**src/hdl/radix_digit_converter_top_macros.svh**
```systemverilog
// Assertion macros used by the top level of the radix digit converter RTL.
`ifndef RADIX_DIGIT_CONVERTER_TOP_MACROS_SVH
`define RADIX_DIGIT_CONVERTER_TOP_MACROS_SVH
`ifndef NO_ASSERTIONS
// Checked on every rising edge of clock, suspended while reset is high.
`define RDC_ASSERT(lbl, prop, msg) \
   lbl: assert property (@(posedge clock) disable iff (reset) prop) else $error(msg);
// Checked on every rising edge of clock, including during reset.
`define RDC_ASSERT_ALWAYS(lbl, prop, msg) \
   lbl: assert property (@(posedge clock) prop) else $error(msg);
`else
`define RDC_ASSERT(lbl, prop, msg)
`define RDC_ASSERT_ALWAYS(lbl, prop, msg)
`endif
`endif

```
**src/hdl/rdc_pkg.sv**
```systemverilog
// Types, constants and helper functions of the radix digit converter.
`timescale 1ns / 1ps
package rdc_pkg;

   localparam int VALUE_WIDTH_DEF = 31;
   localparam int BASE_W          = 5;
   localparam int DIGIT_W         = 4;
   localparam int CHAR_W          = 7;

   localparam logic [BASE_W-1:0] BASE_RESET = 5'd10;
   localparam logic [BASE_W-1:0] BASE_MIN   = 5'd2;
   localparam logic [BASE_W-1:0] BASE_MAX   = 5'd16;

   localparam logic [DIGIT_W-1:0] DECIMAL_DIGITS = 4'd10;
   localparam logic [CHAR_W-1:0]  ZERO_CHAR      = 7'd48;
   localparam logic [CHAR_W-1:0]  LETTER_FIRST   = 7'd65;
   localparam logic [CHAR_W-1:0]  NINE_CHAR      = 7'd57;
   localparam logic [CHAR_W-1:0]  LETTER_LAST    = 7'd70;
   localparam logic [CHAR_W-1:0]  LETTER_OFFSET  = LETTER_FIRST - CHAR_W'(DECIMAL_DIGITS);

   typedef enum logic [1:0] {
      ST_IDLE,
      ST_DIVIDE,
      ST_POP,
      ST_LOAD
   } state_type;

   typedef struct packed {
      logic load;
      logic next;
   } div_ctrl_type;

   typedef struct packed {
      logic busy;
      logic done;
      logic nonzero;
   } div_status_type;

   typedef struct packed {
      logic push;
      logic pop;
   } stack_ctrl_type;

   // Radix values outside 2..16 are clamped to the nearest legal radix.
   function automatic logic [BASE_W-1:0] effective_base(input logic [BASE_W-1:0] b);
      logic [BASE_W-1:0] r;
      r = b;
      if (b < BASE_MIN) begin
         r = BASE_MIN;
      end else if (b > BASE_MAX) begin
         r = BASE_MAX;
      end
      return r;
   endfunction

   function automatic logic [CHAR_W-1:0] digit_to_char(input logic [DIGIT_W-1:0] d);
      logic [CHAR_W-1:0] c;
      if (d >= DECIMAL_DIGITS) begin
         c = CHAR_W'(d) + LETTER_OFFSET;
      end else begin
         c = CHAR_W'(d) + ZERO_CHAR;
      end
      return c;
   endfunction

endpackage

```
**src/hdl/rdc_divider.sv**
```systemverilog
// Bit-serial restoring divider: one quotient bit per cycle by a narrow radix.
`timescale 1ns / 1ps
module rdc_divider
   import rdc_pkg::*;
#(
   parameter int VALUE_WIDTH = VALUE_WIDTH_DEF
) (
   input  logic                   clock,
   input  logic                   reset,
   input  div_ctrl_type           ctrl,
   input  logic [VALUE_WIDTH-1:0] value,
   input  logic [BASE_W-1:0]      base,
   output div_status_type         status,
   output logic [DIGIT_W-1:0]     remainder
);

   localparam int CNT_W = $clog2(VALUE_WIDTH);

   logic [VALUE_WIDTH-1:0] quot_ff, quot_in;
   logic [DIGIT_W-1:0]     rem_ff, rem_in;
   logic [CNT_W-1:0]       cnt_ff, cnt_in;
   logic                   busy_ff, busy_in;
   logic                   done_ff, done_in;
   logic                   nz_ff, nz_in;
   logic [DIGIT_W:0]       rem_shift;
   logic                   q_bit;

   // The partial remainder stays below the radix, so a 5-bit compare suffices.
   assign rem_shift = {rem_ff, quot_ff[VALUE_WIDTH-1]};
   assign q_bit     = (rem_shift >= base);

   always_comb begin
      quot_in = quot_ff;
      rem_in  = rem_ff;
      cnt_in  = cnt_ff;
      busy_in = busy_ff;
      done_in = 1'b0;
      nz_in   = nz_ff;
      if (ctrl.load || ctrl.next) begin
         // On next, the quotient just produced is divided again in place.
         if (ctrl.load) begin
            quot_in = value;
         end
         rem_in  = '0;
         cnt_in  = '0;
         busy_in = 1'b1;
         nz_in   = 1'b0;
      end else if (busy_ff) begin
         quot_in = {quot_ff[VALUE_WIDTH-2:0], q_bit};
         if (q_bit) begin
            rem_in = DIGIT_W'(rem_shift - base);
         end else begin
            rem_in = rem_shift[DIGIT_W-1:0];
         end
         nz_in  = nz_ff | q_bit;
         cnt_in = cnt_ff + CNT_W'(1);
         if (cnt_ff == CNT_W'(VALUE_WIDTH - 1)) begin
            busy_in = 1'b0;
            done_in = 1'b1;
         end
      end
   end

   always_ff @(posedge clock) begin
      if (reset) begin
         busy_ff <= 1'b0;
         done_ff <= 1'b0;
         cnt_ff  <= '0;
      end else begin
         busy_ff <= busy_in;
         done_ff <= done_in;
         cnt_ff  <= cnt_in;
      end
      quot_ff <= quot_in;
      rem_ff  <= rem_in;
      nz_ff   <= nz_in;
   end

   assign status.busy    = busy_ff;
   assign status.done    = done_ff;
   assign status.nonzero = nz_ff;
   assign remainder      = rem_ff;

endmodule

```
**src/hdl/rdc_digit_stack.sv**
```systemverilog
// Digit stack: remainders pushed least significant first, popped as ASCII.
`timescale 1ns / 1ps
module rdc_digit_stack
   import rdc_pkg::*;
#(
   parameter int DEPTH = VALUE_WIDTH_DEF
) (
   input  logic                       clock,
   input  logic                       reset,
   input  stack_ctrl_type             ctrl,
   input  logic [DIGIT_W-1:0]         push_digit,
   output logic [CHAR_W-1:0]          rd_char,
   output logic [$clog2(DEPTH+1)-1:0] count
);

   localparam int CW = $clog2(DEPTH + 1);
   localparam int AW = $clog2(DEPTH);

   logic [DIGIT_W-1:0] mem [DEPTH];
   logic [CW-1:0]      count_ff, count_in;
   logic [CW-1:0]      count_dec;
   logic [CHAR_W-1:0]  rd_char_ff;

   assign count_dec = count_ff - CW'(1);

   always_comb begin
      count_in = count_ff;
      if (ctrl.push) begin
         count_in = count_ff + CW'(1);
      end else if (ctrl.pop) begin
         count_in = count_dec;
      end
   end

   always_ff @(posedge clock) begin
      if (reset) begin
         count_ff <= '0;
      end else begin
         count_ff <= count_in;
      end
   end

   always_ff @(posedge clock) begin
      if (ctrl.push) begin
         mem[count_ff[AW-1:0]] <= push_digit;
      end
   end

   // The popped entry comes out registered, already turned into its character.
   always_ff @(posedge clock) begin
      if (ctrl.pop) begin
         rd_char_ff <= digit_to_char(mem[count_dec[AW-1:0]]);
      end
   end

   assign rd_char = rd_char_ff;
   assign count   = count_ff;

endmodule

```
**src/hdl/radix_digit_converter_top.sv**
```systemverilog
// Top level of the radix digit converter: control sequencer and output register.
//
// Use: each request transaction carries one unsigned value on req_value. The
// block converts it to digits in the radix held in the csr register (2..16,
// clamped, reset 10) and returns one response transaction per digit, most
// significant first, as an ASCII code on rsp_digit_char; rsp_last marks the
// final, least significant digit. A value of zero yields the single digit '0'.
// Write the radix with csr_wr_en/csr_wr_data only while no conversion is open.
// Timing: every digit costs one pass of the bit-serial divider, one quotient
// bit per cycle. req_ready is high only between items; the next item is
// accepted while the last digit of the previous one still waits in the output
// register. When the receiver holds rsp_ready low the response and the
// sequencer wait; nothing is dropped. Reset (synchronous, active high) empties
// the block and restores radix 10.
`timescale 1ns / 1ps
`include "radix_digit_converter_top_macros.svh"
module radix_digit_converter_top
   import rdc_pkg::*;
#(
   parameter int VALUE_WIDTH = VALUE_WIDTH_DEF
) (
   input  logic                   clock,
   input  logic                   reset,
   input  logic                   req_valid,
   output logic                   req_ready,
   input  logic [VALUE_WIDTH-1:0] req_value,
   output logic                   rsp_valid,
   input  logic                   rsp_ready,
   output logic [CHAR_W-1:0]      rsp_digit_char,
   output logic                   rsp_last,
   input  logic                   csr_wr_en,
   input  logic [BASE_W-1:0]      csr_wr_data
);

   localparam int CW = $clog2(VALUE_WIDTH + 1);

   state_type          state_ff, state_in;
   logic [BASE_W-1:0]  base_ff;
   logic [BASE_W-1:0]  base_eff;
   div_ctrl_type       div_ctrl;
   div_status_type     div_status;
   logic [DIGIT_W-1:0] div_rem;
   stack_ctrl_type     stack_ctrl;
   logic [CHAR_W-1:0]  stack_char;
   logic [CW-1:0]      stack_count;
   logic               rsp_valid_ff, rsp_valid_in;
   logic [CHAR_W-1:0]  rsp_char_ff;
   logic               rsp_last_ff;
   logic               rsp_load;
   logic               out_free;

   always_ff @(posedge clock) begin
      if (reset) begin
         base_ff <= BASE_RESET;
      end else if (csr_wr_en) begin
         base_ff <= csr_wr_data;
      end
   end

   assign base_eff = effective_base(base_ff);

   rdc_divider #(
      .VALUE_WIDTH(VALUE_WIDTH)
   ) u_divider (
      .clock    (clock),
      .reset    (reset),
      .ctrl     (div_ctrl),
      .value    (req_value),
      .base     (base_eff),
      .status   (div_status),
      .remainder(div_rem)
   );

   rdc_digit_stack #(
      .DEPTH(VALUE_WIDTH)
   ) u_stack (
      .clock     (clock),
      .reset     (reset),
      .ctrl      (stack_ctrl),
      .push_digit(div_rem),
      .rd_char   (stack_char),
      .count     (stack_count)
   );

   assign out_free = !rsp_valid_ff || rsp_ready;

   always_comb begin
      state_in        = state_ff;
      req_ready       = 1'b0;
      div_ctrl.load   = 1'b0;
      div_ctrl.next   = 1'b0;
      stack_ctrl.push = 1'b0;
      stack_ctrl.pop  = 1'b0;
      rsp_load        = 1'b0;
      case (state_ff)
         ST_IDLE: begin
            req_ready = 1'b1;
            if (req_valid) begin
               div_ctrl.load = 1'b1;
               state_in      = ST_DIVIDE;
            end
         end
         ST_DIVIDE: begin
            if (div_status.done) begin
               stack_ctrl.push = 1'b1;
               if (div_status.nonzero) begin
                  div_ctrl.next = 1'b1;
               end else begin
                  state_in = ST_POP;
               end
            end
         end
         ST_POP: begin
            stack_ctrl.pop = 1'b1;
            state_in       = ST_LOAD;
         end
         ST_LOAD: begin
            // A further pop overlaps the load, giving one digit per cycle here while the output register is free.
            if (out_free) begin
               rsp_load = 1'b1;
               if (stack_count == '0) begin
                  state_in = ST_IDLE;
               end else begin
                  stack_ctrl.pop = 1'b1;
               end
            end
         end
         default: begin
            state_in = ST_IDLE;
         end
      endcase
   end

   always_ff @(posedge clock) begin
      if (reset) begin
         state_ff <= ST_IDLE;
      end else begin
         state_ff <= state_in;
      end
   end

   always_comb begin
      rsp_valid_in = rsp_valid_ff;
      if (rsp_load) begin
         rsp_valid_in = 1'b1;
      end else if (rsp_ready) begin
         rsp_valid_in = 1'b0;
      end
   end

   always_ff @(posedge clock) begin
      if (reset) begin
         rsp_valid_ff <= 1'b0;
      end else begin
         rsp_valid_ff <= rsp_valid_in;
      end
      if (rsp_load) begin
         rsp_char_ff <= stack_char;
         rsp_last_ff <= (stack_count == '0);
      end
   end

   assign rsp_valid      = rsp_valid_ff;
   assign rsp_digit_char = rsp_char_ff;
   assign rsp_last       = rsp_last_ff;

   `RDC_ASSERT(a_idle_div_quiet, (state_ff == ST_IDLE) |-> !div_status.busy,
               "divider busy while idle")
   `RDC_ASSERT(a_push_room, stack_ctrl.push |-> (stack_count < CW'(VALUE_WIDTH)),
               "digit stack overflow")
   `RDC_ASSERT(a_pop_nonempty, stack_ctrl.pop |-> (stack_count != '0),
               "pop from empty digit stack")
   `RDC_ASSERT(a_char_range,
               rsp_valid |-> ((rsp_digit_char >= ZERO_CHAR && rsp_digit_char <= NINE_CHAR) ||
                  (rsp_digit_char >= LETTER_FIRST && rsp_digit_char <= LETTER_LAST)),
               "response is not a digit character")
   `RDC_ASSERT_ALWAYS(a_reset_clears, reset |=> (!rsp_valid && state_ff == ST_IDLE),
                      "reset did not clear the block")

endmodule

```
**config.mk**
```make
export PLATFORM = sky130hd
export DESIGN_NAME = radix_digit_converter_top
export DESIGN_NICKNAME = d
export VERILOG_FILES = /design/src/hdl/rdc_pkg.sv /design/src/hdl/rdc_divider.sv /design/src/hdl/rdc_digit_stack.sv /design/src/hdl/radix_digit_converter_top.sv
export VERILOG_INCLUDE_DIRS = /design/src /design/src/hdl
export SDC_FILE = /design/constraint.sdc
export NUM_CORES = 1
export LEC_CHECK = 0
export ABC_CLOCK_PERIOD_IN_PS = 3500
export BUFFER_PORTS_ARGS = -buffer_cell sky130_fd_sc_hd__buf_4
export CORE_ASPECT_RATIO = 1.5
export CORE_UTILIZATION = 30
export CTS_BUF_LIST = sky130_fd_sc_hd__clkbuf_4 sky130_fd_sc_hd__clkbuf_8
export DETAILED_ROUTE_END_ITERATION = 16
export SLEW_MARGIN = 20
export SYNTH_ARGS = -nofsm -noshare
export SYNTH_HDL_FRONTEND = slang
export SYNTH_SLANG_ARGS = --single-unit
```
**constraint.sdc**
```tcl
create_clock -name clock -period 3.5 [get_ports clock]
set_input_delay 0.35 -clock clock [delete_from_list [all_inputs] [get_ports clock]]
set_output_delay 0.35 -clock clock [all_outputs]
set_load 0.03 [all_outputs]
```
==> metrics.txt <==
Leak Pwr=3.353 nW; CTS tree=yes; measured slew at the worst slew-check pin=0.5794 ns; CTS hold repair buffers=0; cell depth of the worst flop-to-flop path=10; commonest cells after routing, fill and taps aside=edfxtp_1, buf_4, nor2_1, mux2_2, nand2_1; Area growth syn-to-layout=14.66%; final worst clock skew=0.01249 ns; residual DRC count=0; insertion delay to the later sink of the worst-skew pair=0.47 ns; initial standard-cell utilization of the core=30.80%; Final Wtd Congestion=0.8007; synth unique cells=55; net count of the finished layout=665; HPWL Detailed=11.02 mm; Post-DRT Antenna Nets=0; netlist area before placement=0.008441 mm2; Diodes inserted=0; post-synthesis cell count=544; Hold Fails Final Rpt=0; vias in the first global route=4708; Crit. Startpoint=u_stack.count[0]$_SDFFE_PP0P_; multi-input logic area=0.002665 mm2; cell count after placement=928; Setup crit end=u_stack.rd_char[6]$_SDFFCE_PP0P_; number of buffers inserted during clock tree synthesis=17; startpoint of the tightest hold check path=csr_wr_data[3]; die outline height=207.4 um; I/O pin cnt=51; RSZ-0062 raised after global routing=false; Max Root-Sink Buffers=2; Crit Reg-Reg Endpoint=u_stack.rd_char[6]$_SDFFCE_PP0P_; overall track demand over capacity in global routing=11.72%; total number of yosys warnings=0; Clock Root Buffer=clkbuf_8; final cell area excluding filler cells=0.009678 mm2; total congestion overflow=0; sinks on the clock net=195; slack of the worst reg-to-reg path=0.23 ns; initial antenna violation count=0; number of non-filler instances in the completed layout=960; CTS H-tree lvls=4; beginning of the worst register-to-register path=u_stack.count[0]$_SDFFE_PP0P_; DR vias=4566; commonest non-fill, non-tap cell in the layout=edfxtp_1; post-synth net total=604; fraction of final layout cells with drive strength greater than 1=28.32%; Detailed Route Iter0 Violations=254; worst setup path class=register to register; sum of routed wire length over all layers=16.19 mm; layout filler cell count=2638; per-cell via count in the routed design=4.756; Core Rows=74; register area=0.005607 mm2; CP max FO=8; number of max-cap violations=0; number of enable-type register cells in the synthesized netlist=170; share of synthesized registers carrying an async set or reset=0%; element type at the critical path end=register; startpoint types=register; CORE AREA=0.02741 mm2; Slew Limit Headroom=61.32%; Power, Total=9.013 mW; synthesized flop and latch total=195; clock-pin slew on the worst setup and hold paths=0.10 ns; average routed wire per standard cell=16.87 um; Slew Viols, Final=0; Arrival @ worst endpoint=3.50 ns; x dimension of the die=139.0 um; power density normalized to cell area=931.3 mW/mm2; Resize count post-CTS=0; setup TNS=0 ns; Max Freq=306.1 MHz; Seq/Total Area, Yosys=66.41%; die area=0.02882 mm2; final clock period utilization by the worst path=93.34%; maximum number of pins on one net before global-route repair=39; placed standard-cell area=0.009284 mm2; post-layout minimum cycle time=3.267 ns; leading register cell type out of synthesis=edfxtp_1; Post-CTS Setup Repair Bufs=0; Peak VDD IR=358.6 uV; Hold Path Class=primary input to register; port bufs=50; detailed-routing iteration count for the pre-antenna-repair pass=4; syn avg cell area=15.52 um2; status=finished, final reports clean; count of final setup violators=0; global-route wire length before repair=25.44 mm; required arrival time at the worst endpoint=3.74 ns
power breakdown:
| group | leakage (nW) | switching [mW] | total [mW] | internal, mW |
|---|---|---|---|---|
| Sequential | 1.78 | 0.160 | 3.40 | 3.24 |
| Combinational | 1.37 | 2.28 | 4.16 | 1.88 |
| Clock | 0.202 | 0.853 | 1.45 | 0.600 |
| Total | 3.35 | 3.29 | 9.01 | 5.72 |
layout make-up:
| class | instances | area share [%] |
|---|---|---|
| clock inverter | 15 | 1.655 |
| tap | 342 | 4.421 |
| clock buffer | 17 | 2.418 |
| timing repair buffer | 66 | 5.378 |
| inverter | 17 | 0.6593 |
| multi-input combinational | 308 | 27.54 |
| sequential | 195 | 57.93 |
cell usage after synthesis (5+ instances only):
cell      instances  share of area [%]
mux2i_1          19                2.3
nand2b_1          6               0.44
dfxtp_1          25                5.9
a21o_1            6               0.53
ha_1             18                2.7
clkbuf_1         13               0.58
inv_1            17               0.76
edfxtp_1        170                 60
o22ai_1           5               0.37
nor2_1           55                2.4
mux4_2           24                6.4
nand2_1          26                1.2
xnor2_1           5               0.52
nor3_1            5               0.30
nand3_1           8               0.47
buf_2             7               0.42
a21oi_1          14               0.83
o21ai_0          18                1.1
a211oi_1          5               0.44
mux2_2           38                5.1
or3_1             6               0.44
worst min-delay path by stage:
| stage | endpoint | slack [ns] | cells after the start |
|---|---|---|---|
| 2_1_floorplan | rsp_digit_char[0]$_DFFE_PP_ | 0.40 | 0 |
| 4_1_cts | base_ff[3]$_SDFFE_PP1P_ | 0.05 | 2 |
| 5_1_grt | base_ff[3]$_SDFFE_PP1P_ | 0.05 | 2 |
| 3_3_place_gp | rsp_digit_char[2]$_DFFE_PP_ | 0.41 | 0 |
| 6_report | base_ff[3]$_SDFFE_PP1P_ | 0.09 | 2 |
| 3_5_place_dp | rsp_digit_char[3]$_DFFE_PP_ | 0.41 | 0 |
registers in the layout, indices dropped and copies added (netlist names), 2 cells and up:
register,flops
rsp_digit_char,7
u_stack.count,5
state_ff,2
u_divider.quot_ff,31
u_stack.mem,124
base_ff,5
u_divider.remainder,4
u_divider.cnt_ff,5
u_stack.rd_char,7
kinds of logic (layout without fill, tap and decap cells):
group,Yosys count,after routing,share of synthesized area (%)
buffers and inverters,41,115,2.149
adder cells (fa/ha/maj),19,19,2.905
AO/OA/AOI/OAI,68,68,5.589
flip-flops,195,195,66.41
multiplexers,85,85,14.97
XOR/XNOR,9,9,1.023
AND/OR/NAND/NOR,127,127,6.952
per-layer routing:
metal / up-vias / share of wire (%) / global-route usage, % / wire (um)
li1: 2203 / - / - / -
met1: 2237 / 39 / 12.40 / 6371
met2: 103 / 54 / 21.70 / 8727
met3: 23 / 3.8 / 2.722 / 616
met4: 0 / 2.9 / 5.632 / 476
met5: - / 0 / 0 / 0
metrics by stage:
step / worst slack (ns) / hold WS [ns] / utilization, %
final: 0.2330 / 0.08526 / 35.31
after global routing: 0.07749 / 0.05398 / 35.31
after CTS: 0.2280 / 0.05313 / 35.31
after detailed placement: 0.2319 / 0.4062 / 33.88
after global placement: 0.3438 / 0.4061 / 33.88
after floorplan: 0.1108 / 0.4003 / -
critical path, cell delays in order (launching register included):
cell,delay [ns]
dfxtp_2,0.35
inv_1,0.11
ha_1,0.23
xor2_2,0.42
mux4_1,0.62
mux2_2,0.28
o22ai_1,0.24
a211oi_4,0.11
ha_1,0.29
o21ba_2,0.23
o21a_1,0.16
Note: power is estimated with default switching activity, not from simulation.
